--- src/hw/rtl/ccvr_pkg.sv ---
// ---------------------------------------------------------------------------
// ccvr_pkg
// Shared types and constants of the character cell video raster.
// ---------------------------------------------------------------------------
package ccvr_pkg;

   // field widths
   localparam int OPCODE_W    = 2;
   localparam int VRAM_ADDR_W = 13;
   localparam int BYTE_W      = 8;
   localparam int COLOUR_W    = 3;
   localparam int TSTATE_W    = 17;
   localparam int OFFSET_W    = 17;
   localparam int PIXELS_W    = 32;
   localparam int NIBBLE_W    = 4;

   // screen memory layout
   localparam int BITMAP_BYTES = 6144;
   localparam int ATTR_BYTES   = 768;
   localparam int SCREEN_BYTES = BITMAP_BYTES + ATTR_BYTES;
   localparam int BMP_AW       = $clog2(BITMAP_BYTES);
   localparam int ATTR_AW      = $clog2(ATTR_BYTES);
   localparam int CELL_X_W     = 5;
   localparam int CELL_Y_W     = 8;

   // raster geometry
   localparam int TSTATES_PER_CELL   = 4;
   localparam int PIXELS_PER_CELL    = 8;
   localparam int TOP_VISIBLE_LINE   = 16;
   localparam int PAPER_FIRST_LINE   = 64;
   localparam int PAPER_END_LINE     = 256;
   localparam int BOTTOM_END_LINE    = 312;
   localparam int LEFT_BORDER_END    = 24;
   localparam int RIGHT_BORDER_START = 152;
   localparam int RIGHT_BORDER_END   = 176;
   localparam int BUS_WINDOW_END     = 128;

   // attribute byte
   localparam int ATTR_FLASH_BIT  = 7;
   localparam int ATTR_BRIGHT_BIT = 6;

   localparam logic [BYTE_W-1:0] IDLE_BUS = 8'hFF;

   // defaults of the top level parameters
   localparam int DEF_TSTATES_PER_LINE = 224;
   localparam int DEF_LINES_PER_FRAME  = 312;

   // reciprocal scaling for the line divide
   localparam int RECIP_SHIFT = 25;

   localparam int QUEUE_DEPTH = 4;

   typedef enum logic [OPCODE_W-1:0] {
      OP_WRITE       = 2'd0,
      OP_TICK        = 2'd1,
      OP_FRAME_RESET = 2'd2,
      OP_BUS_READ    = 2'd3
   } opcode_type;

   typedef enum logic [2:0] {
      JOB_WR_BITMAP  = 3'd0,
      JOB_WR_ATTR    = 3'd1,
      JOB_BORDER     = 3'd2,
      JOB_PAPER      = 3'd3,
      JOB_BUS_BITMAP = 3'd4,
      JOB_BUS_ATTR   = 3'd5,
      JOB_BUS_IDLE   = 3'd6
   } job_kind_type;

   localparam logic RESULT_PIXELS = 1'b0;
   localparam logic RESULT_BUS    = 1'b1;

   typedef struct packed {
      job_kind_type          kind;
      logic [BMP_AW-1:0]     bmp_addr;
      logic [ATTR_AW-1:0]    attr_addr;
      logic [BYTE_W-1:0]     data;
      logic [COLOUR_W-1:0]   border;
      logic                  flash;
      logic [OFFSET_W-1:0]   offset;
   } job_type;

endpackage

--- src/hw/rtl/ccvr_queue.sv ---
// ---------------------------------------------------------------------------
// ccvr_queue
// Small job queue between the decode front and the memory back end.
// ---------------------------------------------------------------------------
module ccvr_queue (
   input  logic              clock,
   input  logic              reset,
   input  logic              push,
   input  ccvr_pkg::job_type push_job,
   output logic              full,
   input  logic              pop,
   output ccvr_pkg::job_type pop_job,
   output logic              empty
);

   localparam int DEPTH = ccvr_pkg::QUEUE_DEPTH;
   localparam int PTR_W = $clog2(DEPTH);
   localparam int CNT_W = $clog2(DEPTH + 1);

   ccvr_pkg::job_type entries_ff [DEPTH];
   logic [PTR_W-1:0] wr_ptr_ff, wr_ptr_in;
   logic [PTR_W-1:0] rd_ptr_ff, rd_ptr_in;
   logic [CNT_W-1:0] count_ff, count_in;

   assign full    = (count_ff == CNT_W'(DEPTH));
   assign empty   = (count_ff == '0);
   assign pop_job = entries_ff[rd_ptr_ff];

   always_comb begin
      wr_ptr_in = push ? PTR_W'(wr_ptr_ff + 1'b1) : wr_ptr_ff;
      rd_ptr_in = pop ? PTR_W'(rd_ptr_ff + 1'b1) : rd_ptr_ff;
      count_in  = count_ff;
      if (push && !pop) begin
         count_in = CNT_W'(count_ff + 1'b1);
      end else if (pop && !push) begin
         count_in = CNT_W'(count_ff - 1'b1);
      end
   end

   always_ff @(posedge clock) begin
      if (reset) begin
         wr_ptr_ff <= '0;
         rd_ptr_ff <= '0;
         count_ff  <= '0;
      end else begin
         wr_ptr_ff <= wr_ptr_in;
         rd_ptr_ff <= rd_ptr_in;
         count_ff  <= count_in;
      end
   end

   always_ff @(posedge clock) begin
      if (push) begin
         entries_ff[wr_ptr_ff] <= push_job;
      end
   end

   a_no_push_full: assert property (@(posedge clock) disable iff (reset)
      full |-> !push)
      else $error("queue push while full");

   a_no_pop_empty: assert property (@(posedge clock) disable iff (reset)
      empty |-> !pop)
      else $error("queue pop while empty");

endmodule

--- config.mk ---
export PLATFORM = sky130hd
export DESIGN_NAME = ccvr_queue
export DESIGN_NICKNAME = d
export VERILOG_FILES = /design/src/hw/rtl/ccvr_pkg.sv /design/src/hw/rtl/ccvr_queue.sv
export SDC_FILE = /design/constraint.sdc
export NUM_CORES = 1
export LEC_CHECK = 0
export ABC_AREA = 0
export BUFFER_PORTS_ARGS = -buffer_cell sky130_fd_sc_hd__buf_2
export CAP_MARGIN = 20
export CORE_MARGIN = 4
export CORE_UTILIZATION = 40
export DETAILED_ROUTE_END_ITERATION = 16
export SYNTH_ARGS = -nofsm -noshare
export SYNTH_HDL_FRONTEND = slang
export SYNTH_SLANG_ARGS = --single-unit
--- constraint.sdc ---
create_clock -name clock -period 5.49 [get_ports clock]
set_clock_uncertainty 0.2 [all_clocks]
set_input_delay 1.3725 -clock clock [delete_from_list [all_inputs] [get_ports clock]]
set_output_delay 1.3725 -clock clock [all_outputs]
set_load 0.02 [all_outputs]
==> summary.md, run 1 <==
| Metric | Value |
|---|---|
| Synth area leaders | sky130_fd_sc_hd__edfxtp_1 (78%), sky130_fd_sc_hd__mux4_2 (13%), sky130_fd_sc_hd__dfxtp_1 (2.1%) |
| DRC violations left | 0 |
| Final number of setup-violating endpoints | 0 |
| Sum Neg Setup Slack | 0 ns |
| Critical path class | reg -> out |
| Number of gates given a new drive strength after cts | 0 |
| Min cycle time layout | 4.15 ns |
| Number of distinct library cell variants in the gate-level netlist after synthesis | 23 |
| Std cell rows | 52 |
| Met2 Routed Length | 8.00 mm |
| Synth top area share | 0.783 |
| TritonCTS clock tree | yes |
| Largest net degree at the start of global routing | 56 |
| Leakage power figure | 3.42 nW |
| Port bufs | 115 |
| Ys Warns | 0 |
| Top Ports | 116 |
| Maximum capacitance violations | 0 |
| Net switching fraction of the power | 0.223 |
| Via count | 3769 |
| WL per Instance | 20.2 microns |
| Chip width | 153 microns |
| Syn Area/Cell | 25.5 sq um |
| Total gr overflow | 0 |
| Switching power total | 0.000891 W |
| Crit-path max cell delay | 0.95 ns |
| Hold buffer count at cts | 0 |
| Die Y-Extent | 153 microns |
| Post-route ant nets | 0 |
| Most used standard cells in the synthesized netlist | sky130_fd_sc_hd__edfxtp_1 (220), sky130_fd_sc_hd__mux4_2 (50), sky130_fd_sc_hd__dfxtp_1 (9) |
| Area taken by flip-flops and latches | 6790 sq um |
| Register bit count reported by yosys | 229 |
| Max H-tree Level | 1 |
| Dominant cell by count in the synthesized netlist | sky130_fd_sc_hd__edfxtp_1 |
| Master of the slowest instance on the critical path | sky130_fd_sc_hd__dfxtp_4 |
| Worst Path Arrival | 2.57 ns |
| Share of cells above drive strength 1 | 0.454 |
| Main flop type after synthesis | sky130_fd_sc_hd__edfxtp_1 |
| Root buf cell | sky130_fd_sc_hd__clkbuf_16 |
| Count of placed standard cells including taps | 710 |
| Worst EP required | 3.92 ns |
| Global-route wire length before repair | 23.6 mm |
| Number of failing hold endpoints at the final stage | 0 |
| Length of routed wiring on met1 | 6.05 mm |
| All-Layer GR Usage | 0.130 |
| DRT Wirelength | 15.3 mm |
| Number of post-CTS setup repair buffers | 0 |
| Number of global-route vias before repair | 4198 |
| Placer congestion estimate | 0.736 |
| Worst-case clock buffer depth | 3 |
| Drt first-iter violations | 168 |
| Clock slew at the register clock pins of the worst setup and hold paths | 0.06 ns |
| RSZ-0062 raised after global routing | no |
| Mapped Cells | 331 |
| Total standard cell area after synthesis | 8430 sq um |
| Worst Tran Pin Value | 1.06 ns |
| Average vias per placed instance | 4.99 |
| Cell family with the largest share of critical-path delay | flip-flops |
| Antenna diode instance count | 0 |
| Run status | complete, no violations |
| Clock network fraction of design power | 0.389 |
| Multi-input gate area in the final layout | 1490 sq um |
| Part of the power in combinational logic | 0.097 |
| Detailed route wirelength on metal3 | 938 microns |
| Number of clock sinks | 229 |
| Area of the core | 20500 sq um |
| Fillcell total | 1698 |
| Fraction of the yosys area taken by sequential cells | 0.805 |
| Classification of the worst-slack hold path | reg -> reg |
| Initial core utilization | 0.412 |
| Number of enable flip-flop cells after synthesis | 220 |
| Fraction of synthesis flops using an asynchronous set or reset pin | 0 |
| Power share of the sequential group | 0.514 |
| Max-Slew Margin vs Limit | 0.293 |
| Power per unit of standard cell area | 398 nW/um^2 |
| Initial antenna violation count | 3 |
| Max IR drop VDD | 0.223 mV |
| Area overhead of the layout relative to synthesis | 19.2% |
| Net count of the finished layout | 532 |
| Syn_nets | 396 |
| Critical path peak fanout | 44 |
| Worst-skew pair later-pin latency | 0.49 ns |
| Critical path capture point type | output pin |
| Achievable clock frequency | 241 MHz |
| CTS buffer count | 25 |
| Half-perimeter wire length after detailed placement | 9.25 mm |
| Final worst-path cycle share | 0.755 |
| Startpoint Class | register |
| Count of TritonRoute iterations in the first routing pass | 4 |
| Final Instance Count excl. Fillers | 755 |
| Slew Viols, Final | 0 |
| Die ar. | 23500 sq um |
| Internal Pwr Total | 0.00311 W |
| Top cell type by total area after synthesis | sky130_fd_sc_hd__edfxtp_1 |
| Count of buffer and inverter cells on the critical path | 2 |
| Top sig layer | met5 |
| Chain of cells forming the critical path | buf_4 > mux4_2 > buf_2 |
## path summary, 6_finish.rpt
path / from / to / slack [ns] / cells past startpoint
setup / recovery: register / pop_job[24] / 1.34 / 3
hold / removal: count_ff[2] / count_ff[2] / 0.32 / 2
setup reg to reg: wr_ptr_ff[0] / entries_ff[1][14] / 3.10 / 3
hold reg to reg: count_ff[2] / count_ff[2] / 0.32 / 2
## layout make-up
type,instances,area share
clock buffers,32,0.0688
clock inverters,13,0.00971
inverters,4,0.00149
multi-input cells,85,0.148
flip-flops and latches,229,0.675
well taps,270,0.0336
repair buffers,122,0.0625
## per-stage QoR
step | worst slack, ns | hold slack, ns | area (sq um) | util | total power (W)
floorplan | 2.19 | 0.266 | 8430 | - | 0.00235
global placement | 1.77 | 0.277 | 9270 | 0.452 | 0.00248
detailed placement | 1.74 | 0.301 | 9270 | 0.452 | 0.00250
CTS | 1.21 | 0.310 | 10100 | 0.491 | 0.00406
global route | 1.09 | 0.353 | 10100 | 0.491 | 0.00417
finish | 1.34 | 0.316 | 10100 | 0.491 | 0.00400
## state kept, by name, indices dropped and copies added (netlist names), named ones only
| name | count |
|---|---|
| count_ff | 3 |
| entries_ff | 220 |
| rd_ptr_ff | 2 |
| wr_ptr_ff | 2 |
## worst reg2reg max path, cell delays in order (launching register included)
cell	delay, ns
sky130_fd_sc_hd__dfxtp_1	0.40
sky130_fd_sc_hd__ha_1	0.18
sky130_fd_sc_hd__and2_2	0.79
sky130_fd_sc_hd__buf_4	0.48
## placed cells by master, fill, tap and decap left out, types with 2 or more instances in the layout
cell type / count
sky130_fd_sc_hd__buf_4: 7
sky130_fd_sc_hd__clkinvlp_4: 3
sky130_fd_sc_hd__xor2_1: 3
sky130_fd_sc_hd__clkbuf_8: 4
sky130_fd_sc_hd__and2_2: 4
sky130_fd_sc_hd__mux4_1: 5
sky130_fd_sc_hd__clkbuf_16: 25
sky130_fd_sc_hd__mux4_2: 50
sky130_fd_sc_hd__mux2i_1: 2
sky130_fd_sc_hd__edfxtp_1: 220
sky130_fd_sc_hd__clkinv_2: 9
sky130_fd_sc_hd__clkbuf_1: 3
sky130_fd_sc_hd__xnor2_1: 2
sky130_fd_sc_hd__buf_2: 115
sky130_fd_sc_hd__ha_1: 5
sky130_fd_sc_hd__nor2_1: 7
sky130_fd_sc_hd__inv_1: 4
sky130_fd_sc_hd__dfxtp_1: 7
## routing by layer
| metal | GRT usage | vias up |
|---|---|---|
| met2 | 0.231 | 101 |
| met1 | 0.159 | 1959 |
| met3 | 0.0373 | 28 |
| met5 | 0 | - |
| met4 | 0.0297 | 6 |
| li1 | - | 1675 |
## cells by family (layout without fill, tap and decap cells)
group                      Yosys count  count (layout)  synth area share
DFF                                229             229             0.805
and+or+nand+nor                     15              15           0.00875
buffers and inverters               17             171            0.0190
adders and majority gates            6               6           0.00979
AOI/OAI and AO/OA                    2               2           0.00119
xor gates and xnor gates             5               5           0.00519
muxes                               57              57             0.151
## power groups by stage
stage | registers [W] | logic, W | clock network, W
finish | 0.00206 | 0.000387 | 0.00156
global route | 0.00207 | 0.000418 | 0.00168
detailed placement | 0.00210 | 0.000396 | 0
floorplan | 0.00206 | 0.000290 | 0
CTS | 0.00206 | 0.000398 | 0.00160
global placement | 0.00209 | 0.000388 | 0
No activity file was read; power rests on OpenSTA's default activity.
==> inputs of run 2 (changes only) <==
clock period = 3.79 ns   (was 5.49 ns; I/O delays follow)
==> run 2 against run 1 <==
Non-clock buffer count is 4 higher. Final cell count up 0.40%. Clock power increased by 44%.
==> summary.md, run 2 (synthesis gave the netlist of run 1 again) <==
| Metric | Value |
|---|---|
| Run status | complete, no violations (unchanged) |
| Critical path class | reg -> out (unchanged) |
| CTS buffer count | 24 (was 25) |
| WL per Instance | 20.4 microns (was 20.2 microns) |
| Total gr overflow | 0 (unchanged) |
| Port bufs | 115 (unchanged) |
| Number of gates given a new drive strength after cts | 0 (unchanged) |
| Sum Neg Setup Slack | 0 ns (unchanged) |
| Number of clock sinks | 229 (unchanged) |
| Min cycle time layout | 3.30 ns |
| Critical path capture point type | output pin (unchanged) |
| Final number of setup-violating endpoints | 0 (unchanged) |
| Worst-skew pair later-pin latency | 0.51 ns (was 0.49 ns) |
| Most frequent standard cell in the layout excluding fill and tap cells | sky130_fd_sc_hd__edfxtp_1 (unchanged) |
| All-Layer GR Usage | 0.133 (was 0.130) |
| Fillcell total | 1672 (was 1698) |
| Biggest regs | entries_ff: 220 flops, count_ff: 3 flops (unchanged) |
| Drt first-iter violations | 134 (was 168) |
| Leakage power figure | 3.44 nW (was 3.42 nW) |
| Max IR drop VDD | 0.271 mV (was 0.223 mV) |
| Number of flip-flops under the largest register name | 220 (unchanged) |
| Placer congestion estimate | 0.659 (was 0.736) |
| Clock slew at the register clock pins of the worst setup and hold paths | 0.06 ns (about the same) |
| Via count | 3761 (was 3769) |
| Die Y-Extent | 153 microns (unchanged) |
| Chip width | 153 microns (unchanged) |
| Root buf cell | sky130_fd_sc_hd__clkbuf_16 (unchanged) |
| Number of global-route vias before repair | 4275 (was 4198) |
| Startpoint Class | register (unchanged) |
| Worst-case clock buffer depth | 3 (unchanged) |
| Area taken by flip-flops and latches | 6790 sq um (unchanged) |
| Initial core utilization | 0.412 (unchanged) |
| Top Ports | 116 (unchanged) |
| Area of the core | 20500 sq um (unchanged) |
| Achievable clock frequency | 303 MHz |
| Final worst-path cycle share | 0.871 |
| Average vias per placed instance | 4.96 (was 4.99) |
| Std cell rows | 52 (unchanged) |
| Net count of the finished layout | 535 (was 532) |
| Worst Path Arrival | 2.15 ns (was 2.57 ns) |
| Max H-tree Level | 1 (unchanged) |
| Die ar. | 23500 sq um (unchanged) |
| Commonest cells after routing, fill and taps aside | sky130_fd_sc_hd__edfxtp_1 (220), sky130_fd_sc_hd__buf_2 (115), sky130_fd_sc_hd__mux4_2 (50) (unchanged) |
| DRC violations left | 0 (unchanged) |
| TritonCTS clock tree | yes (unchanged) |
| Half-perimeter wire length after detailed placement | 9.45 mm (was 9.25 mm) |
| Number of post-CTS setup repair buffers | 0 (unchanged) |
| Critical path peak fanout | 30 (was 44) |
| Classification of the worst-slack hold path | reg -> reg (unchanged) |
| Worst EP required | 2.64 ns (was 3.92 ns) |
| RSZ-0062 raised after global routing | no (unchanged) |
| Worst Hold Margin | 0.342 ns (was 0.316 ns) |
| DRT Wirelength | 15.5 mm (was 15.3 mm) |
| Maximum capacitance violations | 0 (unchanged) |
| Count of TritonRoute iterations in the first routing pass | 4 (unchanged) |
| Multi-input gate area in the final layout | 1490 sq um (unchanged) |
| Worst Tran Pin Value | 0.612 ns (was 1.06 ns) |
| Worst setup timing slack at the placement stage | 0.975 ns (was 1.74 ns) |
| Area overhead of the layout relative to synthesis | 19.7% (was 19.2%) |
| Initial antenna violation count | 1 (was 3) |
| Max-Slew Margin vs Limit | 0.592 (was 0.293) |
| Largest net degree at the start of global routing | 56 (unchanged) |
| Power per unit of standard cell area | 574 nW/um^2 (was 398 nW/um^2) |
| Post-route ant nets | 0 (unchanged) |
| Antenna diode instance count | 0 (unchanged) |
| Slew Viols, Final | 0 (unchanged) |
| Hold buffer count at cts | 0 (unchanged) |
| Share of cells above drive strength 1 | 0.457 (was 0.454) |
| Global-route wire length before repair | 24.4 mm (was 23.6 mm) |
| Number of failing hold endpoints at the final stage | 0 (unchanged) |
| Register ranked first by flip-flop count | entries_ff (unchanged) |
| Final worst slack | 0.489 ns (was 1.34 ns) |
run 2: changes by cell type in the layout (fill, tap and decap cells not counted), sizes merged:
| cell | previous run | this run |
|---|---|---|
| buf | 122 | 126 |
| clkbuf | 32 | 29 |
| clkinv | 9 | 10 |
| inv | 4 | 5 |
run 2: metrics by stage:
stage | power, W | util | area (sq um) | cells
final | 0.00579 | 0.493 | 10100 | 758
after CTS | 0.00588 | 0.493 | 10100 | 758
after global placement | 0.00361 | 0.455 | 9320 | 714
after floorplan | 0.00340 | - | 8430 | 331
after global routing | 0.00603 | 0.493 | 10100 | 758
after detailed placement | 0.00362 | 0.455 | 9320 | 714
run 2: area by class of cell:
class	instances	area share
clock inverter	15	0.0113
tap	270	0.0335
multi-input combinational	85	0.148
timing repair buffer	126	0.0677
clock buffer	29	0.0654
sequential	229	0.673
inverter	4	0.00149
run 2: final timing paths:
kind / startpoint / endpoint / slack (ns) / cells past startpoint
worst min register to register: count_ff[2] / count_ff[2] / 0.34 / 2
worst min-delay path: count_ff[2] / count_ff[2] / 0.34 / 2
worst max register to register: wr_ptr_ff[0] / entries_ff[3][17] / 1.72 / 3
worst max-delay path: register / pop_job[50] / 0.49 / 3
run 2: per-layer routing:
metal / track usage / vias to the layer above / wire (microns)
met5: 0 / - / 20
met1: 0.176 / 1941 / 6420
met4: 0.0339 / 2 / 295
li1: - / 1683 / -
met2: 0.223 / 108 / 7810
met3: 0.0342 / 27 / 950
run 2: report_power, final:
group	switching, W	total, W	internal (W)
registers	0.0000389	0.00294	0.00291
logic	0.000356	0.000604	0.000248
clock network	0.000926	0.00224	0.00131
total	0.00132	0.00579	0.00447
run 2: critical path: stages, from the launching register on:
cell	delay [ns]
sky130_fd_sc_hd__dfxtp_4	0.51
sky130_fd_sc_hd__buf_12	0.30
sky130_fd_sc_hd__mux4_1	0.62
sky130_fd_sc_hd__buf_2	0.18
==> inputs of run 3 (changes only) <==
CTS_BUF_LIST = sky130_fd_sc_hd__clkbuf_16   (was unset)
REMOVE_ABC_BUFFERS = 1   (was unset)
==> run 3 against run 2 <==
Sequential power hardly changed. Flip-flop and latch count unchanged. Via count decreased by 0.58%. Final area is 0.81% lower. Non-clock buffer count fell by 8. Power shrank 0.57%. Clock power is essentially flat. Register-to-register slack better by 0.12 ns. Largest cell class unchanged.
==> summary.md, run 3 (synthesis gave the netlist of run 1 again) <==
| Metric | Value |
|---|---|
| Final design instance area without fill | 10000 sq um (was 10100 sq um) |
| Fillcell total | 1704 (was 1672) |
| Antenna diode instance count | 0 (unchanged) |
| Run status | complete, no violations (unchanged) |
| Clock slew at the register clock pins of the worst setup and hold paths | 0.06 ns (about the same) |
| RSZ-0062 raised after global routing | no (unchanged) |
| Achievable clock frequency | 294 MHz (was 303 MHz) |
| Std cell rows | 52 (unchanged) |
| Placement-stage cell area | 9260 sq um (was 9320 sq um) |
| Startpoint Class | register (unchanged) |
| Max H-tree Level | 1 (unchanged) |
| DRC violations left | 0 (unchanged) |
| Average vias per placed instance | 4.99 (was 4.96) |
| Min cycle time layout | 3.40 ns (was 3.30 ns) |
| Number of global-route vias before repair | 4232 (was 4275) |
| Via count | 3739 (was 3761) |
| Most frequent standard cell in the layout excluding fill and tap cells | sky130_fd_sc_hd__edfxtp_1 (unchanged) |
| Max IR drop VDD | 0.295 mV (was 0.271 mV) |
| Internal Pwr Total | 0.00447 W (about the same) |
| Chip width | 153 microns (unchanged) |
| Number of post-CTS setup repair buffers | 0 (unchanged) |
| Number of clock sinks | 229 (unchanged) |
| All-Layer GR Usage | 0.130 (was 0.133) |
| Net count of the finished layout | 527 (was 535) |
| Post-route ant nets | 0 (unchanged) |
| Top Ports | 116 (unchanged) |
| Critical path peak fanout | 25 (was 30) |
| Area overhead of the layout relative to synthesis | 18.7% (was 19.7%) |
| Final number of setup-violating endpoints | 0 (unchanged) |
| Worst Path Arrival | 2.25 ns (was 2.15 ns) |
| Placer congestion estimate | 0.680 (was 0.659) |
| Register ranked first by flip-flop count | entries_ff (unchanged) |
| Worst EP required | 2.64 ns (about the same) |
| Power share of the sequential group | 0.516 (was 0.509) |
| Commonest cells after routing, fill and taps aside | sky130_fd_sc_hd__edfxtp_1 (220), sky130_fd_sc_hd__buf_2 (115), sky130_fd_sc_hd__mux4_2 (50) (unchanged) |
| DRT Wirelength | 14.9 mm (was 15.5 mm) |
| Register-to-register path setup slack | 1.84 ns (was 1.72 ns) |
| TritonCTS clock tree | yes (unchanged) |
| Net switching fraction of the power | 0.223 (was 0.228) |
| Switching power total | 0.00128 W (was 0.00132 W) |
| Largest net degree at the start of global routing | 56 (unchanged) |
| Worst-case clock buffer depth | 3 (unchanged) |
| Number of flip-flops under the largest register name | 220 (unchanged) |
| Final Instance Count excl. Fillers | 750 (was 758) |
| Biggest regs | entries_ff: 220 flops, count_ff: 3 flops (unchanged) |
| CTS buffer count | 24 (unchanged) |
| Number of failing hold endpoints at the final stage | 0 (unchanged) |
| Max-Slew Margin vs Limit | 0.406 (was 0.592) |
| Initial antenna violation count | 2 (was 1) |
| Worst Tran Pin Value | 0.892 ns (was 0.612 ns) |
| Share of cells above drive strength 1 | 0.433 (was 0.457) |
| Critical path class | reg -> out (unchanged) |
| Hold buffer count at cts | 0 (unchanged) |
| Final worst-path cycle share | 0.897 (was 0.871) |
| Initial core utilization | 0.412 (unchanged) |
| Power Total | 0.00576 W (was 0.00579 W) |
| Root buf cell | sky130_fd_sc_hd__clkbuf_16 (unchanged) |
| Count of TritonRoute iterations in the first routing pass | 4 (unchanged) |
| Clock network fraction of design power | 0.385 (was 0.387) |
| Half-perimeter wire length after detailed placement | 8.44 mm (was 9.45 mm) |
| Worst-skew pair later-pin latency | 0.50 ns (was 0.51 ns) |
| Drt first-iter violations | 269 (was 134) |
| Number of gates given a new drive strength after cts | 0 (unchanged) |
| Power per unit of standard cell area | 575 nW/um^2 (was 574 nW/um^2) |
| Port bufs | 115 (unchanged) |
| Part of the power in combinational logic | 0.099 (was 0.104) |
| WL per Instance | 19.9 microns (was 20.4 microns) |
| Total gr overflow | 0 (unchanged) |
| Die Y-Extent | 153 microns (unchanged) |
| Multi-input gate area in the final layout | 1500 sq um (was 1490 sq um) |
| Critical path capture point type | output pin (unchanged) |
| Count of placed standard cells including taps | 706 (was 714) |
| Slew Viols, Final | 0 (unchanged) |
| Area taken by flip-flops and latches | 6790 sq um (about the same) |
| Die ar. | 23500 sq um (unchanged) |
| Global-route wire length before repair | 23.9 mm (was 24.4 mm) |
| Leakage power figure | 3.41 nW (was 3.44 nW) |
| Classification of the worst-slack hold path | reg -> reg (unchanged) |
| Area of the core | 20500 sq um (unchanged) |
| Maximum capacitance violations | 0 (unchanged) |
run 3: final cells by class:
cell class / count / share of cell area
Tap cell: 270 / 0.0337
Inverter: 4 / 0.00150
Clock inverter: 19 / 0.0132
Multi-Input combinational cell: 85 / 0.150
Timing Repair Buffer: 118 / 0.0610
Clock buffer: 25 / 0.0625
Sequential cell: 229 / 0.678
run 3: worst paths after layout:
path,start,to,cells past startpoint
min,count_ff[2],count_ff[2],2
max reg2reg,wr_ptr_ff[0],entries_ff[2][27],3
max,register,pop_job[54],3
min reg2reg,count_ff[2],count_ff[2],2
run 3: per-layer routing:
metal	part of all wire	GRT usage
met1	0.42	0.170
met2	0.50	0.215
met3	0.061	0.0348
met4	0.025	0.0361
met5	0.0014	0
run 3: stage by stage:
stage           util  hold WS, ns  TNS [ns]  worst slack, ns
6_report       0.489        0.298         0            0.389
5_1_grt        0.489        0.367         0            0.214
4_1_cts        0.489        0.300         0            0.304
3_5_place_dp   0.452        0.291         0            0.855
3_3_place_gp   0.452        0.276         0            0.884
2_1_floorplan      -        0.260    -22.03           -0.480
run 3: power groups by stage:
stage | Clock (W) | Sequential, W | Combinational [W]
after floorplan | 0 | 0.00302 | 0.000356
after detailed placement | 0 | 0.00303 | 0.000584
after global placement | 0 | 0.00302 | 0.000573
after global routing | 0.00241 | 0.00299 | 0.000618
after CTS | 0.00228 | 0.00298 | 0.000585
final | 0.00221 | 0.00297 | 0.000570
run 3: critical path, stage by stage, from the launching register on:
cell	delay [ns]
sky130_fd_sc_hd__dfxtp_4	0.65
sky130_fd_sc_hd__buf_12	0.30
sky130_fd_sc_hd__mux4_1	0.60
sky130_fd_sc_hd__buf_2	0.18
