$ cat src/hw/rtl/ccvr_pkg.sv
// ---------------------------------------------------------------------------
// ccvr_pkg
// Shared types and constants of the character cell video raster.
// ---------------------------------------------------------------------------
package ccvr_pkg;

   // field widths
   localparam int OPCODE_W    = 2;
   localparam int VRAM_ADDR_W = 13;
   localparam int BYTE_W      = 8;
   localparam int COLOUR_W    = 3;
   localparam int TSTATE_W    = 17;
   localparam int OFFSET_W    = 17;
   localparam int PIXELS_W    = 32;
   localparam int NIBBLE_W    = 4;

   // screen memory layout
   localparam int BITMAP_BYTES = 6144;
   localparam int ATTR_BYTES   = 768;
   localparam int SCREEN_BYTES = BITMAP_BYTES + ATTR_BYTES;
   localparam int BMP_AW       = $clog2(BITMAP_BYTES);
   localparam int ATTR_AW      = $clog2(ATTR_BYTES);
   localparam int CELL_X_W     = 5;
   localparam int CELL_Y_W     = 8;

   // raster geometry
   localparam int TSTATES_PER_CELL   = 4;
   localparam int PIXELS_PER_CELL    = 8;
   localparam int TOP_VISIBLE_LINE   = 16;
   localparam int PAPER_FIRST_LINE   = 64;
   localparam int PAPER_END_LINE     = 256;
   localparam int BOTTOM_END_LINE    = 312;
   localparam int LEFT_BORDER_END    = 24;
   localparam int RIGHT_BORDER_START = 152;
   localparam int RIGHT_BORDER_END   = 176;
   localparam int BUS_WINDOW_END     = 128;

   // attribute byte
   localparam int ATTR_FLASH_BIT  = 7;
   localparam int ATTR_BRIGHT_BIT = 6;

   localparam logic [BYTE_W-1:0] IDLE_BUS = 8'hFF;

   // defaults of the top level parameters
   localparam int DEF_TSTATES_PER_LINE = 224;
   localparam int DEF_LINES_PER_FRAME  = 312;

   // reciprocal scaling for the line divide
   localparam int RECIP_SHIFT = 25;

   localparam int QUEUE_DEPTH = 4;

   typedef enum logic [OPCODE_W-1:0] {
      OP_WRITE       = 2'd0,
      OP_TICK        = 2'd1,
      OP_FRAME_RESET = 2'd2,
      OP_BUS_READ    = 2'd3
   } opcode_type;

   typedef enum logic [2:0] {
      JOB_WR_BITMAP  = 3'd0,
      JOB_WR_ATTR    = 3'd1,
      JOB_BORDER     = 3'd2,
      JOB_PAPER      = 3'd3,
      JOB_BUS_BITMAP = 3'd4,
      JOB_BUS_ATTR   = 3'd5,
      JOB_BUS_IDLE   = 3'd6
   } job_kind_type;

   localparam logic RESULT_PIXELS = 1'b0;
   localparam logic RESULT_BUS    = 1'b1;

   typedef struct packed {
      job_kind_type          kind;
      logic [BMP_AW-1:0]     bmp_addr;
      logic [ATTR_AW-1:0]    attr_addr;
      logic [BYTE_W-1:0]     data;
      logic [COLOUR_W-1:0]   border;
      logic                  flash;
      logic [OFFSET_W-1:0]   offset;
   } job_type;

endpackage

$ cat src/hw/rtl/ccvr_front.sv
// ---------------------------------------------------------------------------
// ccvr_front
// Accepts items, tracks the raster position and turns each item that needs
// one into a memory job: addresses, colours and framebuffer offset.
// ---------------------------------------------------------------------------
module ccvr_front #(
   parameter int TSTATES_PER_LINE = ccvr_pkg::DEF_TSTATES_PER_LINE,
   parameter int LINES_PER_FRAME  = ccvr_pkg::DEF_LINES_PER_FRAME
) (
   input  logic                                 clock,
   input  logic                                 reset,
   input  logic                                 req_valid,
   output logic                                 req_ready,
   input  logic [ccvr_pkg::OPCODE_W-1:0]        req_opcode,
   input  logic [ccvr_pkg::VRAM_ADDR_W-1:0]     req_vram_address,
   input  logic [ccvr_pkg::BYTE_W-1:0]          req_vram_data,
   input  logic [ccvr_pkg::COLOUR_W-1:0]        req_border_colour,
   input  logic                                 req_flash_phase,
   input  logic [ccvr_pkg::TSTATE_W-1:0]        req_cpu_tstate,
   input  logic                                 clearing,
   input  logic                                 q_full,
   output logic                                 q_push,
   output ccvr_pkg::job_type                    q_job
);

   localparam int TSTATE_W = ccvr_pkg::TSTATE_W;
   localparam int LINE_W   = $clog2(LINES_PER_FRAME + 1);
   localparam int TS_W     = $clog2(TSTATES_PER_LINE);
   localparam int RECIP    = (1 << ccvr_pkg::RECIP_SHIFT) / TSTATES_PER_LINE;
   localparam int RECIP_W  = $clog2(RECIP + 1);
   localparam int PROD_W   = TSTATE_W + RECIP_W;
   localparam int QUOT_W   = $clog2((((1 << TSTATE_W) - 1) / TSTATES_PER_LINE) + 2);
   localparam int X_W      = ccvr_pkg::CELL_X_W;
   localparam int Y_W      = ccvr_pkg::CELL_Y_W;

   // accept stage
   logic                                  s1_valid_ff, s1_valid_in;
   ccvr_pkg::opcode_type                  s1_op_ff;
   logic [ccvr_pkg::VRAM_ADDR_W-1:0]      s1_addr_ff;
   logic [ccvr_pkg::BYTE_W-1:0]           s1_data_ff;
   logic [ccvr_pkg::COLOUR_W-1:0]         s1_border_ff;
   logic                                  s1_flash_ff;
   logic [TSTATE_W-1:0]                   s1_cpu_ts_ff;
   logic [PROD_W-1:0]                     s1_prod_ff, s1_prod_in;

   // raster position
   logic [TS_W-1:0]                       pos_ts_ff, pos_ts_in;
   logic [LINE_W-1:0]                     pos_line_ff, pos_line_in;
   logic [ccvr_pkg::OFFSET_W-1:0]         index_ff, index_in;

   logic                                  accept;
   logic                                  advance;
   logic                                  push_need;
   ccvr_pkg::job_type                     job;

   // floating bus divide
   logic [QUOT_W-1:0]                     q_est;
   logic [TSTATE_W-1:0]                   rem_est;
   logic [QUOT_W-1:0]                     bus_line;
   logic [TS_W-1:0]                       bus_ts;
   logic [Y_W-1:0]                        bus_y;
   logic [X_W-1:0]                        bus_x;
   logic                                  bus_window;

   // tick
   logic                                  tick_live;
   logic                                  tick_retrace;
   logic                                  tick_paper;
   logic [Y_W-1:0]                        tick_y;
   logic [X_W-1:0]                        tick_x;
   logic [TS_W:0]                         ts_sum;

   assign accept     = req_valid && req_ready;
   assign s1_prod_in = PROD_W'(req_cpu_tstate) * PROD_W'(RECIP);

   // quotient estimate is low by at most one
   always_comb begin
      q_est   = QUOT_W'(s1_prod_ff >> ccvr_pkg::RECIP_SHIFT);
      rem_est = s1_cpu_ts_ff - TSTATE_W'(q_est * TSTATES_PER_LINE);
      if (rem_est >= TSTATE_W'(TSTATES_PER_LINE)) begin
         bus_line = QUOT_W'(q_est + 1'b1);
         bus_ts   = TS_W'(rem_est - TSTATE_W'(TSTATES_PER_LINE));
      end else begin
         bus_line = q_est;
         bus_ts   = TS_W'(rem_est);
      end
      bus_window = (bus_line >= QUOT_W'(ccvr_pkg::PAPER_FIRST_LINE)) &&
                   (bus_line < QUOT_W'(ccvr_pkg::PAPER_END_LINE)) &&
                   (bus_ts < TS_W'(ccvr_pkg::BUS_WINDOW_END));
      bus_y = Y_W'(bus_line - QUOT_W'(ccvr_pkg::PAPER_FIRST_LINE));
      bus_x = X_W'(bus_ts >> 2);
   end

   always_comb begin
      tick_live    = (pos_line_ff < LINE_W'(LINES_PER_FRAME));
      tick_retrace = (pos_line_ff < LINE_W'(ccvr_pkg::TOP_VISIBLE_LINE)) ||
                     (pos_line_ff >= LINE_W'(ccvr_pkg::BOTTOM_END_LINE)) ||
                     (pos_ts_ff >= TS_W'(ccvr_pkg::RIGHT_BORDER_END));
      tick_paper   = (pos_line_ff >= LINE_W'(ccvr_pkg::PAPER_FIRST_LINE)) &&
                     (pos_line_ff < LINE_W'(ccvr_pkg::PAPER_END_LINE)) &&
                     (pos_ts_ff >= TS_W'(ccvr_pkg::LEFT_BORDER_END)) &&
                     (pos_ts_ff < TS_W'(ccvr_pkg::RIGHT_BORDER_START));
      tick_y = Y_W'(pos_line_ff - LINE_W'(ccvr_pkg::PAPER_FIRST_LINE));
      tick_x = X_W'((pos_ts_ff >> 2) -
               TS_W'(ccvr_pkg::LEFT_BORDER_END / ccvr_pkg::TSTATES_PER_CELL));
      ts_sum = (TS_W + 1)'(pos_ts_ff) + (TS_W + 1)'(ccvr_pkg::TSTATES_PER_CELL);
   end

   // job decode
   always_comb begin
      job        = '0;
      job.data   = s1_data_ff;
      job.border = s1_border_ff;
      job.flash  = s1_flash_ff;
      job.offset = index_ff;
      push_need  = 1'b0;
      unique case (s1_op_ff)
         ccvr_pkg::OP_WRITE: begin
            if (s1_addr_ff < ccvr_pkg::VRAM_ADDR_W'(ccvr_pkg::BITMAP_BYTES)) begin
               job.kind     = ccvr_pkg::JOB_WR_BITMAP;
               job.bmp_addr = ccvr_pkg::BMP_AW'(s1_addr_ff);
               push_need    = 1'b1;
            end else if (s1_addr_ff <
                         ccvr_pkg::VRAM_ADDR_W'(ccvr_pkg::SCREEN_BYTES)) begin
               job.kind      = ccvr_pkg::JOB_WR_ATTR;
               job.attr_addr = ccvr_pkg::ATTR_AW'(s1_addr_ff -
                               ccvr_pkg::VRAM_ADDR_W'(ccvr_pkg::BITMAP_BYTES));
               push_need     = 1'b1;
            end
         end
         ccvr_pkg::OP_TICK: begin
            job.kind      = tick_paper ? ccvr_pkg::JOB_PAPER : ccvr_pkg::JOB_BORDER;
            job.bmp_addr  = {tick_y[7:6], tick_y[2:0], tick_y[5:3], tick_x};
            job.attr_addr = {tick_y[7:3], tick_x};
            push_need     = tick_live && !tick_retrace;
         end
         ccvr_pkg::OP_FRAME_RESET: begin
            push_need = 1'b0;
         end
         ccvr_pkg::OP_BUS_READ: begin
            job.bmp_addr  = {bus_y[7:6], bus_y[2:0], bus_y[5:3], bus_x};
            job.attr_addr = {bus_y[7:3], bus_x};
            push_need     = 1'b1;
            // attribute fetch on phases 3 and 5, bitmap on 2 and 4, idle bus otherwise
            if (bus_window && (bus_ts[2:0] == 3'd3 || bus_ts[2:0] == 3'd5)) begin
               job.kind = ccvr_pkg::JOB_BUS_ATTR;
            end else if (bus_window && (bus_ts[2:0] == 3'd2 || bus_ts[2:0] == 3'd4)) begin
               job.kind = ccvr_pkg::JOB_BUS_BITMAP;
            end else begin
               job.kind = ccvr_pkg::JOB_BUS_IDLE;
            end
         end
      endcase
   end

   assign advance   = s1_valid_ff && (!push_need || !q_full);
   assign q_push    = s1_valid_ff && push_need && !q_full;
   assign q_job     = job;
   assign req_ready = !clearing && (!s1_valid_ff || advance);

   always_comb begin
      s1_valid_in = accept ? 1'b1 : (advance ? 1'b0 : s1_valid_ff);
      pos_ts_in   = pos_ts_ff;
      pos_line_in = pos_line_ff;
      index_in    = index_ff;
      if (advance) begin
         priority if (s1_op_ff == ccvr_pkg::OP_FRAME_RESET) begin
            pos_ts_in   = '0;
            pos_line_in = '0;
            index_in    = '0;
         end else if (s1_op_ff == ccvr_pkg::OP_TICK && tick_live) begin
            if (ts_sum >= (TS_W + 1)'(TSTATES_PER_LINE)) begin
               pos_ts_in   = TS_W'(ts_sum - (TS_W + 1)'(TSTATES_PER_LINE));
               pos_line_in = LINE_W'(pos_line_ff + 1'b1);
            end else begin
               pos_ts_in = TS_W'(ts_sum);
            end
            if (!tick_retrace) begin
               index_in = ccvr_pkg::OFFSET_W'(index_ff +
                          ccvr_pkg::OFFSET_W'(ccvr_pkg::PIXELS_PER_CELL));
            end
         end
      end
   end

   always_ff @(posedge clock) begin
      if (reset) begin
         s1_valid_ff <= 1'b0;
         pos_ts_ff   <= '0;
         pos_line_ff <= '0;
         index_ff    <= '0;
      end else begin
         s1_valid_ff <= s1_valid_in;
         pos_ts_ff   <= pos_ts_in;
         pos_line_ff <= pos_line_in;
         index_ff    <= index_in;
      end
   end

   always_ff @(posedge clock) begin
      if (accept) begin
         s1_op_ff     <= ccvr_pkg::opcode_type'(req_opcode);
         s1_addr_ff   <= req_vram_address;
         s1_data_ff   <= req_vram_data;
         s1_border_ff <= req_border_colour;
         s1_flash_ff  <= req_flash_phase;
         s1_cpu_ts_ff <= req_cpu_tstate;
         s1_prod_ff   <= s1_prod_in;
      end
   end

   a_line_bound: assert property (@(posedge clock) disable iff (reset)
      (pos_line_ff <= LINE_W'(LINES_PER_FRAME)) &&
      ((TS_W + 1)'(pos_ts_ff) < (TS_W + 1)'(TSTATES_PER_LINE)))
      else $error("raster position out of frame");

endmodule

$ cat config.mk
export PLATFORM = sky130hd
export DESIGN_NAME = ccvr_front
export DESIGN_NICKNAME = d
export VERILOG_FILES = /design/src/hw/rtl/ccvr_pkg.sv /design/src/hw/rtl/ccvr_front.sv
export SDC_FILE = /design/constraint.sdc
export NUM_CORES = 1
export LEC_CHECK = 0
export ABC_AREA = 1
export BUFFER_PORTS_ARGS = -buffer_cell sky130_fd_sc_hd__buf_2
export CAP_MARGIN = 5
export CORE_MARGIN = 2
export CORE_UTILIZATION = 60
export CTS_CLUSTER_DIAMETER = 40
export DETAILED_ROUTE_END_ITERATION = 7
export PLACE_DENSITY = 0.82
export SYNTH_ARGS = -nofsm -noshare
export SYNTH_HDL_FRONTEND = slang
export SYNTH_SLANG_ARGS = --single-unit
$ cat constraint.sdc
create_clock -name clock -period 6.3 [get_ports clock]
set_input_delay 0.945 -clock clock [delete_from_list [all_inputs] [get_ports clock]]
set_output_delay 0.945 -clock clock [all_outputs]
set_load 0.03 [all_outputs]
==> flow_metrics.py, run 1 <==
metrics = {
    "clock_tree": {
        "cts_buffers": 9,
        "cts_buffer_depth": 2,
        "cts_tree": "done",
        "htreeDepth": 3,
        "cts.sinks": 84,
        "cts-root-buf": "clkbuf_16",
        "clkTransAtPathRegs_ns": 0.07,
        "worst_skew_pair.late_latency_ns": 0.35,
    },
    "global_route": {
        "grtUsageMet3_pct": 3.26,
        "grt_overflow_total": 0,
        "antenna_found_initial": 0,
        "grt.total_usage_pct": 27.4,
        "met2_usage_pct": 49.1,
        "grt_pass1_wl_um": 34600,
        "grt_max_degree": 56,
        "busiest_layer": "met2",
        "use_met1_pct": 34.4,
        "grt_pass1_vias": 7289,
    },
    "cells_and_area": {
        "final_layout_size_suffix_gt1_share_pct": 17.4,
        "diodes": 0,
        "nets": 1418,
        "final_area_um2": 10100,
        "fin_util_pct": 70.3,
        "fillers": 1110,
        "area_growth_pct": 15.8,
        "final_common_cell": "inv_1",
        "layout_common_cells": "inv_1 (201), nand2_1 (161), ha_1 (140), buf_2 (99), a21oi_1 (67)",
    },
    "timing": {
        "worst_slack_ns": 0.145,
        "max-slew-margin-rel_pct": 53.4,
        "max_freq_mhz": 162,
        "hold_ws_ns": 0.489,
        "skew_ns": 0.0128,
        "finalHoldViolCount": 0,
        "setup_violations": 0,
        "fin_crit_ns": 6.16,
        "post-route-period-util_pct": 97.7,
        "worstMarginPinSlew_ns": 0.699,
        "drv_slew": 0,
    },
    "synthesis": {
        "synth_top_family_by_area": "adder cells",
        "ys_async_sr_fraction_pct": 0,
        "synth_mux_area_share_pct": 0,
        "synth_seq_cells": 84,
        "synth-edff-count": 54,
        "synth_area_per_cell_um2": 8.41,
        "synth-compound-area-share_pct": 10.9,
        "synth_simple_gate_area_share_pct": 17.1,
        "netlist.area_leader.share_pct": 20.8,
        "ys_seq_area_share_pct": 25.5,
        "synth_xor_area_share_pct": 3.83,
        "synthFlopType": "edfxtp_1",
        "synthAdderAreaFrac_pct": 33.0,
        "netlist.top_cell.by_area": "ha_1",
        "synth.distinct_cells": 48,
        "yosys_warnings": 0,
        "syn_area_um2": 8720,
        "syn_inst": 1038,
        "synth_area_leaders": "ha_1 (21%), edfxtp_1 (19%), fa_1 (12%), inv_1 (8.7%), nand2_1 (7.1%)",
    },
    "power_and_ir_drop": {
        "power-per-cell-area_nw_per_um2": 464,
        "power_uw": 4690,
        "vdd_drop_max_mv": 0.343,
        "power.leakage_uw": 0.00507,
    },
    "floorplanning": {
        "die_area_um2": 15500,
        "coreArea_um2": 14400,
        "boundaryPins": 106,
        "die_x_um": 125,
        "rows": 44,
        "die_height_um": 125,
        "start_util_pct": 60.7,
    },
    "placed_design": {
        "pre_cts_ws_ns": 0.0149,
        "placed_cell_area_um2": 9470,
        "gp_congestion": 0.898,
        "port_buffers": 102,
        "hpwl_um": 16900,
    },
    "critical_path": {
        "path_buf_inv": 3,
        "cp-end-kind": "primary output",
        "cp.arrival_ns": 5.21,
        "cp_num_cells": 27,
        "reg2reg_to": "s1_prod_ff[30]$_DFFE_PP_",
        "path_class": "reg -> out",
        "r2r_cells": 7,
        "worstPathMaxFanout": 5,
        "critPathCapture": "q_job[52]",
        "critPathMaxStageDelay_ns": 0.60,
        "critPathTopFamily": "adder cells",
        "r2r_slack_ns": 3.26,
        "critPathLaunchType": "flop",
        "startpoint": "s1_prod_ff[26]$_DFFE_PP_",
        "reg2reg_from": "s1_op_ff[0]$_DFFE_PP_",
        "slowest_stage": "fa_1",
        "crit_required_ns": 5.35,
    },
    "routing": {
        "postRouteWirelength_um": 21900,
        "vias_per_cell": 5.68,
        "avgRoutedWirePerCell_um": 16.1,
        "vias": 7723,
        "drc": 0,
        "ant_nets": 0,
        "drt_iter0_drc": 559,
        "first_pass_iters": 6,
    },
    "outcome": {
        "status": "completed",
    },
    "flow_run": {
        "drv_cap": 0,
    },
    "hold_path": {
        "hold_path_class": "reg -> reg",
    },
}
-- state kept, by name, summed over array words and instances, names as in the netlist --
signal and flops:
pos_ts_ff 6, s1_border_ff 3, s1_cpu_ts_ff 17, pos_line_ff 9
index_ff 14, s1_addr_ff 13, s1_flash_ff 1, s1_prod_ff 10
s1_data_ff 8, s1_valid_ff 1, s1_op_ff 2
-- per-layer routing --
metal  wire (µm)  up-vias
met4         605        0
met1        8820     3668
met2       11200      298
met3        1200       59
met5           0        -
li1            -     3698
-- what timing repair did --
| action | in CTS | in global routing |
|---|---|---|
| setup endpoints to repair | 4 | 17 |
| gates resized for setup | 4 | 35 |
| pin swaps | 0 | 15 |
| hold buffers | 0 | 0 |
| setup buffers | 2 | 19 |
-- power by group --
part / switching, µW / total (µW) / internal [µW] / leakage, µW
sequential: 31.0 / 670 / 639 / 0.000749
combinational: 2090 / 3440 / 1350 / 0.00417
clock: 230 / 582 / 352 / 0.000151
-- cell usage after synthesis, types with 7 or more instances --
cell type	instances
a211oi_1	7
a21oi_1	73
dfxtp_1	30
edfxtp_1	54
fa_1	53
ha_1	145
inv_1	203
inv_2	7
nand2_1	164
nand2_2	8
nand3_1	43
nand4_1	19
nor2_1	55
nor2_2	8
nor3_1	14
nor4_1	9
o21ai_0	53
xor2_1	29
-- worst min-delay path by stage --
stage                                            from                           to  cells past startpoint
after floorplan           pos_line_ff[2]$_SDFFE_PP0P_  pos_line_ff[2]$_SDFFE_PP0P_                      2
after global placement      index_ff[16]$_SDFFE_PP0P_    index_ff[16]$_SDFFE_PP0P_                      2
after detailed placement    index_ff[16]$_SDFFE_PP0P_    index_ff[16]$_SDFFE_PP0P_                      2
after CTS                   index_ff[16]$_SDFFE_PP0P_    index_ff[16]$_SDFFE_PP0P_                      2
after global routing        index_ff[16]$_SDFFE_PP0P_    index_ff[16]$_SDFFE_PP0P_                      2
final                       index_ff[16]$_SDFFE_PP0P_    index_ff[16]$_SDFFE_PP0P_                      2
-- layout make-up --
cell class                      instances  area [µm²]  area share [%]
Clock inverter                          6        95.1           0.941
Sequential cell                        84        2220            22.0
Multi-Input combinational cell        736        5810            57.5
Clock buffer                           10         229            2.27
Timing Repair Buffer                  130         732            7.24
Tap cell                              184         230            2.28
Inverter                              210         788            7.80
-- logic make-up (layout without fill, tap and decap cells) --
logic type,after synthesis,in the layout
XOR/XNOR,36,36
other,1,3
flip-flops,84,84
AO/OA/AOI/OAI,167,167
buffers and inverters,220,356
AND/OR/NAND/NOR,332,332
adder cells (fa/ha/maj),198,198
-- through the flow --
step                setup TNS [ns]  std cells
floorplan                        0       1040
global placement                 0       1323
detailed placement               0       1323
CTS                              0       1341
global route                -0.235       1360
finish                           0       1360
-- worst register-to-register path, cell delays in order, from the launching register on --
cell	delay (ns)
edfxtp_1	0.44
nor2_1	0.49
inv_1	0.43
nand4_1	0.24
nor2_1	0.07
or2_2	0.31
nor2_4	0.08
buf_4	0.55
No activity file was read; power rests on OpenSTA's default activity.
==> run 2: changes to the inputs <==
- BUFFER_PORTS_ARGS: -buffer_cell sky130_fd_sc_hd__buf_2 -> default
- CORE_ASPECT_RATIO: default -> 0.75
- CTS_BUF_LIST: default -> sky130_fd_sc_hd__clkbuf_8 sky130_fd_sc_hd__clkbuf_16
- DONT_BUFFER_PORTS: default -> 1
- PLACE_DENSITY: 0.82 -> 0.76
==> run 2 against run 1 <==
Effect of this change:
- sequential power is 1% higher
- first-iteration DRC count is 19% higher
- critical endpoint unchanged
- cell count is 7.1% lower
- clock skew hardly changed
- utilization is 4.4 points lower
- hold slack better by 0.031 ns
- total power is 6.4% lower
- largest cell class unchanged
- maximum frequency is 2.2% higher
- cell area is 6.4% lower
==> flow_metrics.py, run 2 (synthesis results as in run 1) <==
metrics = {
    "critical_path": {
        "r2r_slack_ns": 3.13,
        "r2r_cells": 7,
        "reg2reg_to": "s1_prod_ff[29]$_DFFE_PP_",
        "cp.arrival_ns": 5.08,
        "critPathMaxStageDelay_ns": 0.55,
        "critPathLaunchType": "flop",
        "reg2reg_from": "s1_op_ff[0]$_DFFE_PP_",
        "cp-end-kind": "primary output",
        "worstPathMaxFanout": 5,
        "path_class": "reg -> out",
        "path_common_cell": "nand2_1",
        "crit_required_ns": 5.35,
        "slowest_stage": "fa_1",
    },
    "power_and_ir_drop": {
        "power_frac_seq_pct": 15.5,
        "power-per-cell-area_nw_per_um2": 464,
        "vdd_drop_max_mv": 0.298,
        "power.leakage_uw": 0.00455,
        "p_sw_uw": 2260,
        "power_frac_comb_pct": 72.7,
        "p_sw_share_pct": 51.5,
        "clockPowerShare_pct": 11.8,
        "p_int_uw": 2130,
        "power_uw": 4390,
    },
    "global_route": {
        "grt_overflow_total": 0,
        "grt_max_degree": 52,
        "antenna_found_initial": 0,
        "grt_pass1_wl_um": 32300,
        "grt_pass1_vias": 6321,
        "grt.total_usage_pct": 27.1,
    },
    "flow_run": {
        "drv_cap": 0,
    },
    "cells_and_area": {
        "nets": 1305,
        "largest_reg_flops": 17,
        "reg.largest.list": "s1_cpu_ts_ff (17), index_ff (14), s1_addr_ff (13)",
        "diodes": 0,
        "layout_common_cells": "inv_1 (202), nand2_1 (159), ha_1 (142), a21oi_1 (69), edfxtp_1 (54)",
        "final_cells": 1263,
        "regMostFlops": "s1_cpu_ts_ff",
        "fin_util_pct": 65.9,
        "final_layout_size_suffix_gt1_share_pct": 8.56,
        "area_growth_pct": 8.40,
        "final_common_cell": "inv_1",
    },
    "placed_design": {
        "gp_congestion": 0.976,
        "port_buffers": 0,
        "dpl.cell_count": 1235,
        "hpwl_um": 16900,
    },
    "floorplanning": {
        "start_util_pct": 60.8,
        "boundaryPins": 106,
        "die_x_um": 143,
        "die_height_um": 108,
        "die_area_um2": 15500,
        "coreArea_um2": 14400,
        "rows": 38,
    },
    "timing": {
        "hold_ws_ns": 0.520,
        "drv_slew": 0,
        "setup_tns_ns": 0,
        "setup_violations": 0,
        "fin_crit_ns": 6.02,
        "max_freq_mhz": 166,
        "finalHoldViolCount": 0,
        "post-route-period-util_pct": 95.6,
        "max-slew-margin-rel_pct": 29.3,
        "skew_ns": 0.0131,
        "worstMarginPinSlew_ns": 1.05,
    },
    "clock_tree": {
        "htreeDepth": 3,
        "worst_skew_pair.late_latency_ns": 0.35,
        "clkTransAtPathRegs_ns": 0.07,
        "cts-root-buf": "clkbuf_16",
        "cts_hold_buf": 0,
        "cts_buffers": 9,
        "cts_buffer_depth": 2,
        "cts.sinks": 84,
        "cts_tree": "done",
    },
    "hold_path": {
        "hold_depth": 2,
        "min_from": "pos_line_ff[2]$_SDFFE_PP0P_",
        "whs_endpoint": "pos_line_ff[2]$_SDFFE_PP0P_",
        "hold_path_class": "reg -> reg",
    },
    "routing": {
        "vias_per_cell": 5.60,
        "postRouteWirelength_um": 20800,
        "first_pass_iters": 8,
        "drt_iter0_drc": 668,
        "ant_nets": 0,
        "drc": 0,
        "avgRoutedWirePerCell_um": 16.4,
        "vias": 7067,
    },
    "outcome": {
        "status": "completed",
    },
}
## run 2: worst max-delay path: cells and delay by family, from the launching register on
family / cells / cell delay [ns]
AO/OA/AOI/OAI: 4 / 0.52
XOR/XNOR: 2 / 0.40
adder cells (fa/ha/maj): 5 / 1.69
buffers and inverters: 2 / 0.09
flip-flops: 1 / 0.42
AND/OR/NAND/NOR: 17 / 1.62
## run 2: area by class of cell
class	count	area (µm²)
fill	1218	4900
clock inverter	7	60.1
tap	200	250
multi-input combinational	736	5780
clock buffer	9	225
sequential	84	2220
inverter	210	788
timing repair buffer	17	131
## run 2: how the worst max path moves through the flow
stage                             startpoint         to  slack, ns  cells after the start
global route        s1_prod_ff[25]$_DFFE_PP_  q_job[53]      -0.07                     27
floorplan           s1_prod_ff[27]$_DFFE_PP_  q_job[51]       0.63                     26
finish              s1_prod_ff[25]$_DFFE_PP_  q_job[52]       0.28                     30
CTS                 s1_prod_ff[26]$_DFFE_PP_  q_job[53]       0.02                     29
detailed placement  s1_prod_ff[26]$_DFFE_PP_  q_job[51]       0.17                     26
global placement    s1_prod_ff[26]$_DFFE_PP_  q_job[51]       0.37                     26
## run 2: timing repair
| item | CTS | global route |
|---|---|---|
| pin swaps | 0 | 23 |
| setup buffers | 1 | 11 |
| resized for setup | 5 | 27 |
| endpoints found under the setup margin | 6 | 13 |
## run 2: power groups by stage
stage | registers (µW) | logic (µW) | clock network [µW]
floorplan | 697 | 2340 | 0
global placement | 696 | 2910 | 0
detailed placement | 697 | 2940 | 0
CTS | 684 | 2990 | 522
global route | 684 | 3600 | 539
finish | 680 | 3190 | 518
## run 2: per-stage QoR
step	worst slack (ns)	area (µm²)
finish	0.280	9460
global route	-0.0675	9460
CTS	0.0187	9270
detailed placement	0.169	8970
global placement	0.373	8970
floorplan	0.633	8730
## run 2: per-layer routing
| metal | routed length, µm | share of wire, % | track usage, % | up-vias |
|---|---|---|---|---|
| met3 | 1900 | 9.1 | 6.38 | 38 |
| li1 | - | - | - | 3469 |
| met1 | 9850 | 47 | 41.6 | 3277 |
| met5 | 0 | 0 | 0 | - |
| met4 | 303 | 1.5 | 5.04 | 0 |
| met2 | 8710 | 42 | 39.0 | 283 |
==> run 3: changes to the inputs <==
- CORE_UTILIZATION: 60 -> 35
- PLACE_DENSITY: 0.76 -> default
==> run 3 against run 2 <==
Effect of this change:
- global-route usage decreased by 10 points
- largest power group unchanged
- highest routed layer unchanged
- critical endpoint unchanged
- non-clock buffer count increased by 5
- sequential cell count unchanged
==> flow_metrics.py, run 3 (synthesis results as in run 1) <==
metrics = {
    "routing": {
        "avgRoutedWirePerCell_um": 15.5,
        "drc": 0,
        "vias_per_cell": 4.88,
        "first_pass_iters": 6,
        "drt_iter0_drc": 433,
        "postRouteWirelength_um": 21800,
        "vias": 6861,
        "ant_nets": 0,
    },
    "timing": {
        "skew_ns": 0.0112,
        "max-slew-margin-rel_pct": 33.6,
        "hold_ws_ns": 0.524,
        "setup_violations": 0,
        "drv_slew": 0,
        "worstMarginPinSlew_ns": 0.986,
        "max_freq_mhz": 164,
        "setup_tns_ns": 0,
        "worst_slack_ns": 0.216,
        "fin_crit_ns": 6.08,
        "grt_setup_unrepaired": "true",
        "finalHoldViolCount": 0,
        "post-route-period-util_pct": 96.6,
    },
    "clock_tree": {
        "worst_skew_pair.late_latency_ns": 0.36,
        "cts.sinks": 84,
        "cts_buffers": 9,
        "htreeDepth": 3,
        "clkTransAtPathRegs_ns": 0.07,
        "cts_buffer_depth": 2,
        "cts_tree": "done",
        "cts-root-buf": "clkbuf_16",
    },
    "floorplanning": {
        "rows": 50,
        "start_util_pct": 35.3,
        "coreArea_um2": 24700,
        "die_height_um": 141,
        "boundaryPins": 106,
        "die_x_um": 186,
        "die_area_um2": 26200,
    },
    "critical_path": {
        "slowest_stage": "fa_1",
        "critPathLaunchType": "flop",
        "worstPathMaxFanout": 6,
        "crit_required_ns": 5.35,
        "cp-end-kind": "primary output",
        "cp.arrival_ns": 5.14,
        "path_class": "reg -> out",
        "path_common_cell": "nand2_1",
        "critPathMaxStageDelay_ns": 0.58,
    },
    "placed_design": {
        "gp_congestion": 0.884,
        "port_buffers": 0,
        "pre_cts_ws_ns": 0.0864,
        "hpwl_um": 18000,
        "dpl.cell_count": 1374,
    },
    "cells_and_area": {
        "final_cells": 1406,
        "diodes": 0,
        "largest_reg_flops": 17,
        "layout_common_cells": "inv_1 (202), nand2_1 (157), ha_1 (140), a21oi_1 (68), edfxtp_1 (54)",
        "reg.largest.list": "s1_cpu_ts_ff (17), index_ff (14), s1_addr_ff (13)",
        "area_growth_pct": 11.6,
        "multi_input_area_um2": 5800,
        "seqCellArea_um2": 2220,
        "regMostFlops": "s1_cpu_ts_ff",
        "fillers": 2470,
        "final_layout_size_suffix_gt1_share_pct": 9.64,
        "nets": 1310,
        "final_common_cell": "inv_1",
    },
    "global_route": {
        "grt_pass1_vias": 6642,
        "grt_overflow_total": 0,
        "antenna_found_initial": 0,
        "grt_max_degree": 30,
        "grt.total_usage_pct": 16.9,
        "grt_pass1_wl_um": 35000,
    },
    "flow_run": {
        "drv_cap": 0,
    },
    "outcome": {
        "status": "completed",
    },
    "power_and_ir_drop": {
        "power-per-cell-area_nw_per_um2": 462,
        "power.leakage_uw": 0.00460,
        "vdd_drop_max_mv": 0.256,
    },
    "hold_path": {
        "hold_path_class": "reg -> reg",
    },
}
-- run 3: metal layers --
layer  global-route usage [%]  wire (µm)
met1                     25.6      11500
met2                     25.3       9330
met3                     2.61        772
met4                     3.24        196
met5                        0          0
-- run 3: what timing repair did --
action | in CTS | in global routing
hold buffers | 0 | 0
pin swaps | 1 | 24
buffers inserted | 6 | 10
gates resized for setup | 2 | 36
cloned | 0 | 0
setup endpoints to repair | 4 | 17
-- run 3: through the flow --
stage	utilization [%]	cell area (µm²)	power, µW
CTS	38.6	9530	4310
floorplan	-	8730	3030
global placement	37.1	9160	3670
detailed placement	37.1	9160	3680
global route	39.4	9740	4990
finish	39.4	9740	4500
-- run 3: final timing paths --
| kind | start | endpoint | slack, ns | cells after the start |
|---|---|---|---|---|
| worst max register to register | s1_op_ff[0]$_DFFE_PP_ | s1_addr_ff[1]$_DFFE_PP_ | 2.74 | 7 |
| worst min register to register | pos_line_ff[2]$_SDFFE_PP0P_ | pos_line_ff[2]$_SDFFE_PP0P_ | 0.52 | 2 |
| worst max-delay path | s1_prod_ff[27]$_DFFE_PP_ | q_job[52] | 0.22 | 25 |
| worst min-delay path | pos_line_ff[2]$_SDFFE_PP0P_ | pos_line_ff[2]$_SDFFE_PP0P_ | 0.52 | 2 |
-- run 3: critical path, delay by kind of cell, from the launching register on --
family	cells	cell delay [ns]
xor+xnor	3	0.76
simple gates	13	1.26
flops	1	0.50
compound gates	3	0.50
buf+inv	2	0.34
fa+ha+maj	4	1.39
-- run 3: cell type report --
| cell class | count | area share [%] |
|---|---|---|
| Inverter | 210 | 8.10 |
| Clock inverter | 6 | 0.912 |
| Timing Repair Buffer | 22 | 1.82 |
| Sequential cell | 84 | 22.8 |
| Tap cell | 338 | 4.34 |
| Multi-Input combinational cell | 736 | 59.5 |
| Clock buffer | 10 | 2.45 |
-- run 3: report_power, final --
part           switching (µW)  leakage [µW]  internal, µW
Clock                     233      0.000160           358
Sequential               41.7      0.000749           640
Combinational            1980       0.00369          1250
Total                    2250       0.00460          2250
